**src/rtl/stpq_pkg.sv**
```systemverilog
// Package of the sorted task priority queue: sizes, entry and control types.
// Used by every module of the block; depends on nothing.
package stpq_pkg;

  localparam int QUEUE_DEPTH    = 16;
  localparam int PRIORITY_WIDTH = 8;
  localparam int TAG_WIDTH      = 16;
  localparam int OCC_WIDTH      = $clog2(QUEUE_DEPTH + 1);

  typedef enum logic {
    KIND_PUSH = 1'b0,
    KIND_POP  = 1'b1
  } kind_e;

  // One slot of the queue.
  typedef struct packed {
    logic                      vld;
    logic [PRIORITY_WIDTH-1:0] pri;
    logic [TAG_WIDTH-1:0]      tag;
  } entry_t;

  // Operation broadcast to every cell in a cycle.
  typedef struct packed {
    logic   push;
    logic   pop;
    entry_t ins;
  } cell_ctl_t;

endpackage

```
**src/rtl/stpq_cell.sv**
```systemverilog
// One compare-and-shift cell of the sorted queue row.
// Depends on stpq_pkg for the entry and control types.
module stpq_cell import stpq_pkg::*; (
  input  logic      clk_i,
  input  logic      rst_ni,
  input  cell_ctl_t ctl_i,
  input  entry_t    left_i,
  input  logic      left_gt_i,
  input  entry_t    right_i,
  output entry_t    entry_o,
  output logic      gt_o
);

  logic                      vld_q;
  logic [PRIORITY_WIDTH-1:0] pri_q;
  logic [TAG_WIDTH-1:0]      tag_q;
  entry_t                    entry_q;
  entry_t                    entry_d;

  assign entry_q = {vld_q, pri_q, tag_q};

  // An empty slot or one holding a strictly larger priority yields to the new entry.
  assign gt_o = !entry_q.vld || (entry_q.pri > ctl_i.ins.pri);

  // A push shifts right from the insertion point; a pop shifts everything left.
  always_comb begin
    entry_d = entry_q;
    if (ctl_i.push) begin
      if (left_gt_i) begin
        entry_d = left_i;
      end else if (gt_o) begin
        entry_d = ctl_i.ins;
      end
    end else if (ctl_i.pop) begin
      entry_d = right_i;
    end
  end

  // Valid bit is control state and is cleared by reset.
  always_ff @(posedge clk_i or negedge rst_ni) begin
    if (!rst_ni) begin
      vld_q <= 1'b0;
    end else begin
      vld_q <= entry_d.vld;
    end
  end

  // Priority and tag are payload only.
  always_ff @(posedge clk_i) begin
    pri_q <= entry_d.pri;
    tag_q <= entry_d.tag;
  end

  assign entry_o = entry_q;

endmodule

```
**src/rtl/sorted_task_priority_queue.sv**
```systemverilog
// Top level of the sorted task priority queue: a row of stpq_cell slots and a result register.
// Depends on stpq_pkg and stpq_cell.
//
//  Channel | Handshake                     | Payload
//  --------+-------------------------------+---------------------------------------------
//  in      | in_valid_i / in_stall_o       | kind_i, priority_req_i, task_tag_i
//  out     | out_valid_o / out_stall_i     | popped_valid_o, popped_priority_o,
//          |                               | popped_tag_o, overflow_o, occupancy_o
//
// For each input beat, every cell compares against the new priority and shifts in the
// same cycle, and the result beat appears in the cycle after acceptance.
// One beat can be accepted in every cycle as long as the output side takes results.
// Reset empties the queue at once; no clearing pass is needed.
// The input is stalled only while a result is held and the output side stalls.
module sorted_task_priority_queue import stpq_pkg::*; (
  input  logic                      clk_i,
  input  logic                      rst_ni,
  input  logic                      in_valid_i,
  output logic                      in_stall_o,
  input  logic                      kind_i,
  input  logic [PRIORITY_WIDTH-1:0] priority_req_i,
  input  logic [TAG_WIDTH-1:0]      task_tag_i,
  output logic                      out_valid_o,
  input  logic                      out_stall_i,
  output logic                      popped_valid_o,
  output logic [PRIORITY_WIDTH-1:0] popped_priority_o,
  output logic [TAG_WIDTH-1:0]      popped_tag_o,
  output logic                      overflow_o,
  output logic [OCC_WIDTH-1:0]      occupancy_o
);

  entry_t                   cell_entry [QUEUE_DEPTH];
  logic [QUEUE_DEPTH-1:0]   cell_gt;
  cell_ctl_t                ctl;
  kind_e                    kind;
  logic                     accept;
  logic                     full;
  logic                     head_vld;
  logic                     out_valid_q;
  logic                     popped_valid_q, popped_valid_d;
  logic [PRIORITY_WIDTH-1:0] popped_priority_q, popped_priority_d;
  logic [TAG_WIDTH-1:0]     popped_tag_q, popped_tag_d;
  logic                     overflow_q, overflow_d;
  logic [OCC_WIDTH-1:0]     count_q, count_d;

  // Input handshake: a new beat waits only while a result beat is blocked.
  assign in_stall_o = out_valid_q && out_stall_i;
  assign accept     = in_valid_i && !in_stall_o;
  assign kind       = kind_e'(kind_i);

  assign full     = cell_entry[QUEUE_DEPTH-1].vld;
  assign head_vld = cell_entry[0].vld;

  // Operation broadcast to the cell row.
  always_comb begin
    ctl.push    = accept && (kind == KIND_PUSH) && !full;
    ctl.pop     = accept && (kind == KIND_POP) && head_vld;
    ctl.ins.vld = 1'b1;
    ctl.ins.pri = priority_req_i;
    ctl.ins.tag = task_tag_i;
  end

  // Row of cells; the ends see an empty neighbor.
  for (genvar i = 0; i < QUEUE_DEPTH; i++) begin : g_cell
    entry_t left_entry, right_entry;
    logic   left_gt;
    if (i == 0) begin : g_first
      assign left_entry = '0;
      assign left_gt    = 1'b0;
    end else begin : g_mid
      assign left_entry = cell_entry[i-1];
      assign left_gt    = cell_gt[i-1];
    end
    if (i == QUEUE_DEPTH - 1) begin : g_last
      assign right_entry = '0;
    end else begin : g_inner
      assign right_entry = cell_entry[i+1];
    end
    stpq_cell u_cell (
      .clk_i     (clk_i),
      .rst_ni    (rst_ni),
      .ctl_i     (ctl),
      .left_i    (left_entry),
      .left_gt_i (left_gt),
      .right_i   (right_entry),
      .entry_o   (cell_entry[i]),
      .gt_o      (cell_gt[i])
    );
  end

  // Result of the accepted beat and the new fill level.
  always_comb begin
    popped_valid_d    = ctl.pop;
    popped_priority_d = ctl.pop ? cell_entry[0].pri : '0;
    popped_tag_d      = ctl.pop ? cell_entry[0].tag : '0;
    overflow_d        = accept && (kind == KIND_PUSH) && full;
    count_d           = count_q;
    if (ctl.push) begin
      count_d = count_q + OCC_WIDTH'(1);
    end else if (ctl.pop) begin
      count_d = count_q - OCC_WIDTH'(1);
    end
  end

  // Control registers.
  always_ff @(posedge clk_i or negedge rst_ni) begin
    if (!rst_ni) begin
      out_valid_q <= 1'b0;
      count_q     <= '0;
    end else begin
      count_q <= count_d;
      if (accept) begin
        out_valid_q <= 1'b1;
      end else if (!out_stall_i) begin
        out_valid_q <= 1'b0;
      end
    end
  end

  // Result payload register, loaded on each accepted beat.
  always_ff @(posedge clk_i) begin
    if (accept) begin
      popped_valid_q    <= popped_valid_d;
      popped_priority_q <= popped_priority_d;
      popped_tag_q      <= popped_tag_d;
      overflow_q        <= overflow_d;
    end
  end

  assign out_valid_o       = out_valid_q;
  assign popped_valid_o    = popped_valid_q;
  assign popped_priority_o = popped_priority_q;
  assign popped_tag_o      = popped_tag_q;
  assign overflow_o        = overflow_q;
  assign occupancy_o       = count_q;

endmodule

```
**config.mk**
```make
export PLATFORM = sky130hd
export DESIGN_NAME = sorted_task_priority_queue
export DESIGN_NICKNAME = d
export VERILOG_FILES = /design/src/rtl/stpq_pkg.sv /design/src/rtl/stpq_cell.sv /design/src/rtl/sorted_task_priority_queue.sv
export SDC_FILE = /design/constraint.sdc
export NUM_CORES = 1
export LEC_CHECK = 0
export BUFFER_PORTS_ARGS = -buffer_cell sky130_fd_sc_hd__buf_4
export CAP_MARGIN = 20
export CORE_ASPECT_RATIO = 0.9
export CORE_MARGIN = 3
export CORE_UTILIZATION = 35
export DETAILED_ROUTE_END_ITERATION = 6
export GPL_TIMING_DRIVEN = 0
export HOLD_SLACK_MARGIN = 0.03
export MAX_ROUTING_LAYER = met4
export PLACE_DENSITY = 0.51
export SYNTH_ARGS = -nofsm -noshare
export SYNTH_HDL_FRONTEND = slang
export SYNTH_HIERARCHICAL = 1
export SYNTH_SLANG_ARGS = --single-unit
export TNS_END_PERCENT = 30
```
**constraint.sdc**
```tcl
create_clock -name clk_i -period 3.77 [get_ports clk_i]
set_input_delay 0.1885 -clock clk_i [delete_from_list [all_inputs] [get_ports clk_i]]
set_output_delay 0.1885 -clock clk_i [all_outputs]
set_load 0.1 [all_outputs]
```
; Word-level counts from Yosys, hierarchy flattened
; Cells that the tools add are included.
[totals]
output_inout_bits = 33
register_bits = 432
[classes]
addsub = 2
muxes = 67
bitwise_logic = 1
eq_ne = 17
n_reduce_logical = 57
magnitude_cmp = 16
[ops]
columns = cell, n
row1 = 2-to-1 mux 25 bit, 63
row2 = greater-than comparator 8 bit, 16
row3 = "inequality test 3 x 1 -> 1 bit, second input constant", 15
row4 = AND reduction 2 bit, 16
row5 = logical NOT 1 bit, 17
row6 = logical OR 1 bit, 16
row7 = 2-to-1 mux 5 bit, 2
row8 = logical AND 1 bit, 7
row9 = "adder 5 x 1 -> 5 bit, second input constant", 1
row10 = "subtractor 5 x 1 -> 5 bit, second input constant", 1
row11 = "inequality test 2 x 1 -> 1 bit, second input constant", 2
row12 = 2-to-1 mux 1 bit, 2
row13 = nonzero test 2 bit, 1
row14 = NOT 1 bit, 1

; Longest topological paths before layout
; Gate-level depths: netlist of the first run.
[logic_depth]
ltp_word = 7
depth_mapped = 11
ltp_nobuf = 9

; Cells and area by module
; The synthesis of the first run kept the hierarchy.
[by_module_without_submodules]
columns = module, instances, area_per_inst_um2, cells_per_inst
row1 = stpq_cell, 16, 1503.9, 143
row2 = sorted_task_priority_queue, 1, 1372.6, 93

; Worst setup path after synthesis of the first run
; OpenSTA, ideal clock, no wires.
[synth_timing]
kind = flip-flop to flip-flop
from = register out_valid_q (netlist: out_valid_o)
to = register g_cell[0].u_cell.pri_q[0], enable pin
n_path_buf = 3
required_time_ns = 3.388
setup_slack_ns = 0.851
stages_incl_launch_ff = 8
period_less_slack_ns = 2.919
arrival_ns = 2.537
path_cell_list = dfrtp_1 a21boi_2 buf_6 nand2_2 inv_2 buf_2 clkbuf_1 o22a_1
[synth_rtl]
columns = element, line_no
row1 = from (decl), sorted_task_priority_queue.sv:39  ; logic out_valid_q;
row2 = from (signal assigned), sorted_task_priority_queue.sv:108  ; out_valid_q <= 1'b0;
row3 = from (signal assigned), sorted_task_priority_queue.sv:113  ; out_valid_q <= 1'b1;
row4 = from (signal assigned), sorted_task_priority_queue.sv:115  ; out_valid_q <= 1'b0;
row5 = to (signal assigned), stpq_cell.sv:50  ; pri_q <= entry_d.pri;
row6 = to (decl), stpq_cell.sv:15  ; logic [PRIORITY_WIDTH-1:0] pri_q;

==> results.toml, run 1 <==
[sta]
setup_total_negative_slack_ns = 0
rsz0062_at_grt = "no"
worst_slew_pin_slew_ns = 1.07
final_max_slew_viol_count = 0
skew_ns = 0.0308
fin_crit_sh_pct = 87.0
finalHoldViolations = 0
post-route-min-period_ns = 3.28
fmax_mhz = 305
setup_viol = 0
max-slew-margin-rel_pct = 28.5

[critical_path]
crit_type = "reg2reg"
crit_family = "buffers and inverters"
worstPathMaxFanout = 24
slowest_delay_ns = 0.95
crit_slowest_cell = "o22a_1"
crit_arrival_ns = 3.49
cp.buffers_inverters = 4
critPathRequiredTime_ns = 3.98
critPathLaunchType = "register"
worstSetupEndpointType = "register"
crit_chain = "buf_4 -> nor2_2 -> nand2_2 -> inv_2 -> buf_2 -> clkbuf_1 -> o22a_1"

[hold_path]
holdCritPathClass = "in2reg"

[cells_and_area]
multi_input_comb_area_um2 = 11500
final_layout_size_suffix_gt1_share_pct = 10.4
fin_area_um2 = 29400
area.sequential_um2 = 12900
final_common_cell = "a21oi_1"
n_antenna_cell = 0
syn2layout_area_growth_pct = 15.7
stdcell_count = 3571
final_cell_mix = "a21oi_1, edfxtp_1, nor2_1"
nNetsFinal = 2741
fillers = 6924

[drt]
met2_length_mm = 32.2
wirelength_mm = 76.2
wl_met3_mm = 4.92
post_drt_wl_per_cell_um = 21.4
top_layer = "met4"
antenna_left = 0
route.detailed.drc = 0
dr_total_vias = 19000
drt_first_pass_iters = 6
vias_per_cell = 5.31
first_iter_violations = 1674
wl_met1_mm = 37.8

[clock_network]
clkSlewWorstSetupHoldPaths_ns = 0.06
cts_sinks = 432
cts_buffers = 51
cts-htree-levels = 2
cts_resized = 0
cts_tree = "yes"
cts_buffer_depth = 3
postCtsSetupBuffers = 0
cts_root_buffer = "clkbuf_16"
clock_latency_ns = 0.60

[placement]
hpwl_mm = 56.3
post-place-cells = 3458
dpl_cell_area_um2 = 27300
gp_congestion = 0.817
port_buffers = 61

[power]
power_density_nw_per_um2 = 624
vdd_drop_max_uv = 497
leakage_uw = 0.0127

[synthesis]
synthesis.area_um2 = 25400
ys_ff_latch = 432
synthCells = 2381
async_flop_share_pct = 5.09
synth_seq_area_share_pct = 50.6
synth_flop_cell = "edfxtp_1"
ys_warn_count = 6
syn_avg_cell_area_um2 = 10.7
synth_enable_flop_cells = 410
synth_cell_types = 40

[floorplanning]
ioPinCount = 62
die_x_um = 290
start_util_pct = 35.4
core-area_um2 = 71800
rows = 93
die_area_um2 = 75900
die_h_um = 262

[global_route]
antenna_found_initial = 0
grt_usage_pct = 20.2
grt_first_pass_wirelength_mm = 116
grt_overflow = 0
grt_pass1_vias = 19200
grt_max_degree = 36

[job]
maxCapViolCount = 0

[run_status]
status = "finished clean"
through the flow:
stage	worst slack, ns	power (uW)	hold WS (ns)	utilization (%)
after floorplan	0.851	11500	-0.107	-
after global placement	0.121	13100	0.192	38.1
after detailed placement	0.227	13300	0.190	38.1
after CTS	0.182	18300	0.0412	40.4
after global routing	0.235	19300	0.0792	41.0
final	0.490	18300	0.0798	41.0
worst paths after layout:
kind / from / to / slack, ns / cells past startpoint
max in group asynchronous: rst_ni / g_cell[8].u_cell/vld_q / 3.25 / 2
min in group asynchronous: rst_ni / occupancy_o[3] / 0.10 / 2
worst max register to register: g_cell[15].u_cell/vld_q / g_cell[15].u_cell/pri_q[2] / 0.49 / 7
worst min register to register: occupancy_o[4] / occupancy_o[4] / 0.48 / 1
worst max-delay path: g_cell[15].u_cell/vld_q / g_cell[15].u_cell/pri_q[2] / 0.49 / 7
worst min-delay path: out_stall_i / occupancy_o[0] / 0.08 / 5
synthesized netlist by cell type, types with 2 or more instances:
| master | number | share of area (%) |
|---|---|---|
| edfxtp_1 | 410 | 48 |
| a21o_1 | 18 | 0.53 |
| conb_1 | 2 | 0.030 |
| nand2_1 | 35 | 0.52 |
| nand4_1 | 16 | 0.39 |
| inv_1 | 129 | 1.9 |
| dfrtp_1 | 22 | 2.2 |
| and3_1 | 24 | 0.59 |
| nand3_1 | 16 | 0.31 |
| o21bai_1 | 16 | 0.47 |
| buf_4 | 48 | 1.4 |
| ha_1 | 131 | 6.4 |
| a31oi_2 | 16 | 0.79 |
| o21ai_0 | 16 | 0.31 |
| mux2_2 | 16 | 0.71 |
| nor2b_1 | 48 | 1.2 |
| o22ai_1 | 16 | 0.39 |
| buf_6 | 2 | 0.089 |
| nor3_1 | 16 | 0.31 |
| o21ai_1 | 2 | 0.039 |
| nor2_1 | 400 | 5.9 |
| xnor2_1 | 2 | 0.069 |
| xor2_1 | 2 | 0.069 |
| o22a_1 | 16 | 0.55 |
| buf_2 | 36 | 0.71 |
| nand2b_1 | 16 | 0.39 |
| clkbuf_1 | 80 | 1.2 |
| a21oi_1 | 434 | 8.5 |
| mux2i_1 | 385 | 15 |
state kept, by name, indices dropped and copies added, names as in the netlist:
register and cells:
g_cell.u_cell/tag_q 256, g_cell.u_cell/pri_q 128, g_cell.u_cell/vld_q 16, popped_tag_o 16, popped_priority_o 8, occupancy_o 5
out_valid_o 1, overflow_o 1, popped_valid_o 1
cell families (layout without fill, tap and decap cells):
kind of cell    after synthesis  count (layout)  synth area share, %
flops                       432             432                 50.6
compound gates              536             536                 11.7
buf+inv                     296             471                 5.31
other cells                   2              67               0.0295
mux                         402             402                 15.9
xor+xnor                      4               4                0.138
fa+ha+maj                   132             132                 6.52
simple gates                577             577                 9.77
cell type report:
| cell class | count | share of cell area, % |
|---|---|---|
| flip-flops and latches | 432 | 43.7 |
| well taps | 950 | 4.04 |
| clock buffers | 76 | 4.96 |
| plain buffers | 166 | 2.93 |
| multi-input cells | 1718 | 39.0 |
| repair buffers | 81 | 3.08 |
| inverters | 130 | 1.66 |
| clock inverters | 18 | 0.621 |
metal layers:
metal / GRT usage [%] / up-vias
met1: 30.1 / 9319
li1: - / 8928
met2: 29.2 / 610
met4: 4.65 / 0
met3: 2.32 / 97
met5: - / -
power by group:
part / leakage [uW] / switching, uW / internal, uW
Combinational: 0.00788 / 3780 / 2590
Clock: 0.000794 / 2040 / 2880
Sequential: 0.00404 / 637 / 6420
Total: 0.0127 / 6450 / 11900
timing repair:
| item | 4_1_cts | 5_1_grt |
|---|---|---|
| hold buffers | 4 | 0 |
| endpoints found under the hold margin | 26 | 0 |
| endpoints found under the setup margin | 0 | 0 |
tightest hold or removal path: stages:
cell and delay, ns:
buf_4 0.09, a21boi_2 0.06, buf_6 0.14, o21ai_4 0.10
xnor2_1 0.07
No activity file was read; power rests on OpenSTA's default activity.
==> inputs of run 2 (changes only) <==
--- a/config.mk
+++ b/config.mk
@@ -17,6 +17,5 @@
 export PLACE_DENSITY = 0.51
 export SYNTH_ARGS = -nofsm -noshare
 export SYNTH_HDL_FRONTEND = slang
-export SYNTH_HIERARCHICAL = 1
 export SYNTH_SLANG_ARGS = --single-unit
 export TNS_END_PERCENT = 30
==> results.toml, run 2 <==
[clock_network]
cts_buffer_depth = 3
cts_buffers = 50
cts-htree-levels = 2
clkSlewWorstSetupHoldPaths_ns = 0.06
cts_tree = "yes"
clock_latency_ns = 0.61
cts_sinks = 432
cts_root_buffer = "clkbuf_16"
postCtsSetupBuffers = 0

[power]
leakage_uw = 0.0102
switching_power_uw = 6200
p_seq_share_pct = 41.5
power.total_uw = 17100
vdd_drop_max_uv = 398
power_density_nw_per_um2 = 616
internal_power_uw = 10900
p_comb_share_pct = 31.9
swShare_pct = 36.4
clkPwrFrac_pct = 26.6

[sta]
fmax_mhz = 288
worst_slew_pin_slew_ns = 1.17
skew_ns = 0.0233
setup_viol = 0
post-route-min-period_ns = 3.47
fin_crit_sh_pct = 92.1
setup_total_negative_slack_ns = 0
final_max_slew_viol_count = 0
max-slew-margin-rel_pct = 22.3
setup_slack_ns = 0.300
finalHoldViolations = 0
whs_ns = 0.0659
rsz0062_at_grt = "no"

[synthesis]
synthCells = 2222
ys_ff_latch = 432
synth_top_cell_by_area = "edfxtp_1"
synthesis.area_um2 = 24100
syn_nets = 2375
syn_avg_cell_area_um2 = 10.8
ys_warn_count = 0
async_flop_share_pct = 5.09
synth_top_area_share_pct = 51.1
synth_cell_types = 59
synth_flop_cell = "edfxtp_1"
yosysMostFrequentCell = "edfxtp_1"
ys_top_cells_by_area = "edfxtp_1, mux2i_1, ha_1"
synth_seq_area_share_pct = 53.4
synthTopCellsByCount = "edfxtp_1, nand2_1, o21ai_0"
synth_enable_flop_cells = 410

[cells_and_area]
n_antenna_cell = 0
syn2layout_area_growth_pct = 15.0
regMostFlops = "g_cell.u_cell.tag_q"
final_cell_mix = "edfxtp_1, nand2_1, o21ai_0"
stdcell_count = 3272
largest_reg_flops = 256
final_layout_size_suffix_gt1_share_pct = 11.0
fillers = 6580
top_regs = "g_cell.u_cell.tag_q: 256 flops, g_cell.u_cell.pri_q: 128 flops"
final_common_cell = "edfxtp_1"
nNetsFinal = 2516

[floorplanning]
start_util_pct = 35.6
ioPinCount = 62
die_area_um2 = 72000
die_h_um = 255
rows = 90
die_x_um = 283
core-area_um2 = 67600

[global_route]
antenna_found_initial = 0
grt_overflow = 0
grt_usage_pct = 22.4
grt_first_pass_wirelength_mm = 117
grt_pass1_vias = 18500
grt_max_degree = 26

[placement]
post-place-cells = 3171
gp_congestion = 0.865
port_buffers = 61
dp_slack_ns = -0.272
hpwl_mm = 62.7

[drt]
route.detailed.drc = 0
dr_total_vias = 18400
antenna_left = 0
first_iter_violations = 1988
post_drt_wl_per_cell_um = 24.1
wirelength_mm = 78.9
vias_per_cell = 5.62
drt_first_pass_iters = 6

[critical_path]
crit_arrival_ns = 3.78
ff2ff_setup_slack_ns = 0.34
crit_type = "in2reg"
startpoint = "priority_req_i[1]"
worstSetupEndpointType = "register"
worstPathMaxFanout = 17
critPathLaunchType = "input port"
r2r_start = "out_valid_o"
critPathRequiredTime_ns = 4.08

[run_status]
status = "finished clean"

[hold_path]
holdCritPathClass = "in2reg"
worstHoldStart = "out_stall_i"

[job]
maxCapViolCount = 0
-- run 2: cell types whose count changed after synthesis, sizes merged, moves of 27 or more --
cell and delta:
o21ai +277, nand3 +30, a21oi -300, a221o +94
nor2b -35, nor2 -197, inv -87, clkbuf +27
a31oi +86, mux2i -230, nand2 +214
-- run 2: final timing paths --
kind,endpoint,depth (start not counted)
worst min register to register,occupancy_o[4],1
worst max register to register,g_cell[14].u_cell.pri_q[6],7
min in group asynchronous,occupancy_o[4],3
max in group asynchronous,g_cell[13].u_cell.vld_q,4
worst min-delay path,g_cell[14].u_cell.vld_q,5
worst max-delay path,g_cell[5].u_cell.tag_q[8],12
-- run 2: cells by family after synthesis --
logic type	count (synthesis)	share of synthesized area, %
adders and majority gates	124	6.47
AOI/OAI and AO/OA	688	17.7
muxes	160	6.68
and+or+nand+nor	585	10.3
buffers and inverters	229	5.26
xor gates and xnor gates	4	0.145
DFF	432	53.4
-- run 2: timing repair --
item	in CTS	in global routing
gates resized for setup	0	6
endpoints found under the setup margin	0	25
hold endpoints to repair	32	0
hold buffers	12	0
-- run 2: routing by layer --
metal	GRT usage [%]	wire [um]
met1	32.6	37400
met2	34.0	35000
met3	2.37	5290
met4	4.18	1180
met5	-	0
-- run 2: stage by stage --
step,cell area (um^2),util [%]
detailed placement,26100,38.6
global route,27700,41.0
finish,27700,41.0
global placement,25600,38.0
floorplan,24100,-
CTS,27600,40.9
-- run 2: critical path, stage by stage --
cell      delay (ns)
buf_4           0.09
buf_2           0.32
inv_1           0.55
ha_1            0.51
nand3_1         0.10
o221ai_1        0.23
a221oi_2        0.14
nor2_1          0.39
buf_2           0.31
inv_1           0.12
a21oi_2         0.55
buf_16          0.23
-- run 2: area by class of cell --
cell class	count	area [um^2]	area share (%)
sequential	432	12900	46.5
tap	874	1090	3.95
timing repair inverter	1	5.00	0.0181
clock inverter	19	108	0.389
timing repair buffer	88	915	3.30
inverter	43	168	0.606
buffer	186	1100	3.99
clock buffer	68	1360	4.91
multi-input combinational	1561	10100	36.4
-- run 2: power groups by stage --
stage | Clock (uW) | Sequential, uW | Combinational, uW
detailed placement | 0 | 7150 | 5390
CTS | 4610 | 7060 | 5420
global route | 4800 | 7160 | 5950
floorplan | 0 | 7230 | 3430
finish | 4530 | 7080 | 5440
global placement | 0 | 7180 | 5070
==> inputs of run 3 (changes only) <==
==> constraint.sdc (replaced) <==
create_clock -name clk_i -period 3.77 [get_ports clk_i]
set_input_delay 0.5655 -clock clk_i [delete_from_list [all_inputs] [get_ports clk_i]]
set_output_delay 0.5655 -clock clk_i [all_outputs]
set_load 0.1 [all_outputs]
==> results.toml, run 3 (synthesized netlist as in run 2, its figures left out) <==
[critical_path]
crit_arrival_ns = 3.86
reg2reg_depth = 6
crit_type = "reg2reg"
slowest_delay_ns = 0.88
crit_chain = "clkbuf_1 -> nand2b_1 -> nand3_1 -> clkbuf_1 -> clkbuf_1 -> inv_1"
critPathRequiredTime_ns = 3.90
r2r_start = "g_cell[0].u_cell.vld_q"
crit_slowest_cell = "clkbuf_1"
critPathLaunchType = "register"
ff2ff_setup_slack_ns = 0.04
worstPathMaxFanout = 24
worst_r2r_endpoint = "g_cell[15].u_cell.tag_q[7]"
crit_path_frequent_cell = "clkbuf_1"
worstSetupEndpointType = "register"

[cells_and_area]
largest_reg_flops = 256
regMostFlops = "g_cell.u_cell.tag_q"
nNetsFinal = 2534
fillers = 6552
n_antenna_cell = 0
final_cell_mix = "edfxtp_1, nand2_1, o21ai_0"
final_layout_size_suffix_gt1_share_pct = 12.8
stdcell_count = 3295
fin_area_um2 = 28100
syn2layout_area_growth_pct = 16.8
final_common_cell = "edfxtp_1"
area.sequential_um2 = 12900
top_regs = "g_cell.u_cell.tag_q: 256 flops, g_cell.u_cell.pri_q: 128 flops"
multi_input_comb_area_um2 = 10100

[clock_network]
cts_buffer_depth = 3
cts_sinks = 432
cts_tree = "yes"
cts-htree-levels = 2
clkSlewWorstSetupHoldPaths_ns = 0.06
cts_buffers = 50
clock_latency_ns = 0.61
cts_root_buffer = "clkbuf_16"

[placement]
hpwl_mm = 62.7
gp_congestion = 0.876
port_buffers = 61
post-place-cells = 3171
dp_slack_ns = -0.650
dpl_cell_area_um2 = 26100

[floorplanning]
core-area_um2 = 67600
ioPinCount = 62
rows = 90
die_h_um = 255
start_util_pct = 35.6
die_x_um = 283
die_area_um2 = 72000

[sta]
setup_slack_ns = 0.0392
fmax_mhz = 268
rsz0062_at_grt = "yes"
max-slew-margin-rel_pct = 24.5
skew_ns = 0.0239
finalHoldViolations = 0
fin_crit_sh_pct = 99.0
final_max_slew_viol_count = 0
setup_total_negative_slack_ns = 0
post-route-min-period_ns = 3.73
worst_slew_pin_slew_ns = 1.13
setup_viol = 0

[power]
vdd_drop_max_uv = 349
switching_power_uw = 6300
p_comb_share_pct = 30.4
internal_power_uw = 11600
p_seq_share_pct = 39.6
power.total_uw = 17900
leakage_uw = 0.0104
clkPwrFrac_pct = 29.9
swShare_pct = 35.2
power_density_nw_per_um2 = 636

[drt]
vias_per_cell = 5.62
first_iter_violations = 1903
post_drt_wl_per_cell_um = 24.2
drt_first_pass_iters = 6
dr_total_vias = 18500
antenna_left = 0
wirelength_mm = 79.6
route.detailed.drc = 0

[global_route]
antenna_found_initial = 1
grt_overflow = 0
grt_max_degree = 26
grt_pass1_vias = 18600
grt_first_pass_wirelength_mm = 118
grt_usage_pct = 22.6
grt-busiest-layer = "met2"
met1_usage_pct = 33.0
met2_usage_pct = 33.7
gr-usage-met3_pct = 2.64

[hold_path]
hold_depth = 2
worstHoldStart = "in_valid_i"
hold_end = "out_valid_o"
holdCritPathClass = "in2reg"

[job]
maxCapViolCount = 0

[run_status]
status = "finished clean"
==> run 3: cell count changes in the layout (fill, tap and decap cells not counted), sizes merged <==
| cell | previous run | this run |
|---|---|---|
| inv | 44 | 38 |
| clkbuf | 175 | 164 |
| buf | 155 | 185 |
| clkinvlp | 3 | 10 |
| dlygate4sd3 | 12 | 1 |
| bufinv | 0 | 11 |
| clkinv | 16 | 19 |
==> run 3: worst max-delay path by stage <==
| stage | endpoint | depth (start not counted) | from |
|---|---|---|---|
| floorplan | g_cell[13].u_cell.pri_q[0] | 7 | out_valid_o |
| finish | g_cell[15].u_cell.tag_q[7] | 6 | g_cell[0].u_cell.vld_q |
| global placement | g_cell[0].u_cell.tag_q[9] | 8 | out_stall_i |
| CTS | g_cell[10].u_cell.tag_q[10] | 13 | priority_req_i[2] |
| detailed placement | g_cell[10].u_cell.tag_q[10] | 13 | priority_req_i[7] |
| global route | g_cell[15].u_cell.tag_q[9] | 7 | out_valid_o |
==> run 3: critical path: cells and delay by family, from the launching register on <==
| family | cells | cell delay, ns |
|---|---|---|
| flip-flops | 1 | 0.36 |
| AND/OR/NAND/NOR | 2 | 0.45 |
| buffers and inverters | 4 | 2.42 |
==> run 3: metrics by stage <==
stage,util (%),hold slack (ns)
after detailed placement,38.6,0.475
after global routing,41.7,0.158
final,41.7,0.167
after floorplan,-,0.270
after CTS,41.4,0.137
after global placement,38.0,0.473
==> run 3: layout make-up <==
type,instances,share of cell area (%)
tap,874,3.89
inverter,43,0.676
clock inverter,35,1.69
sequential,432,45.7
timing repair buffer,107,3.72
buffer,186,3.92
clock buffer,57,4.61
multi-input combinational,1561,35.8
==> run 3: power by group through the flow <==
stage / Combinational (uW) / Sequential (uW) / Clock [uW]
global route: 5960 / 7170 / 5640
global placement: 5070 / 7180 / 0
detailed placement: 5380 / 7170 / 0
floorplan: 3430 / 7230 / 0
CTS: 5420 / 7070 / 5430
finish: 5450 / 7090 / 5350
==> run 3: repair_timing <==
action                                  4_1_cts  5_1_grt
endpoints found under the setup margin       29      141
setup buffers                                12       19
hold endpoints to repair                     22        0
hold buffers                                  1        0
gates resized for setup                       3        6
==> run 3: metal layers <==
| metal | vias to the layer above | part of all wire, % | wire (um) |
|---|---|---|---|
| met1 | 9069 | 48 | 38100 |
| li1 | 8712 | - | - |
| met3 | 98 | 6.4 | 5110 |
| met5 | - | 0 | 0 |
| met4 | 0 | 2.0 | 1570 |
| met2 | 644 | 44 | 34800 |
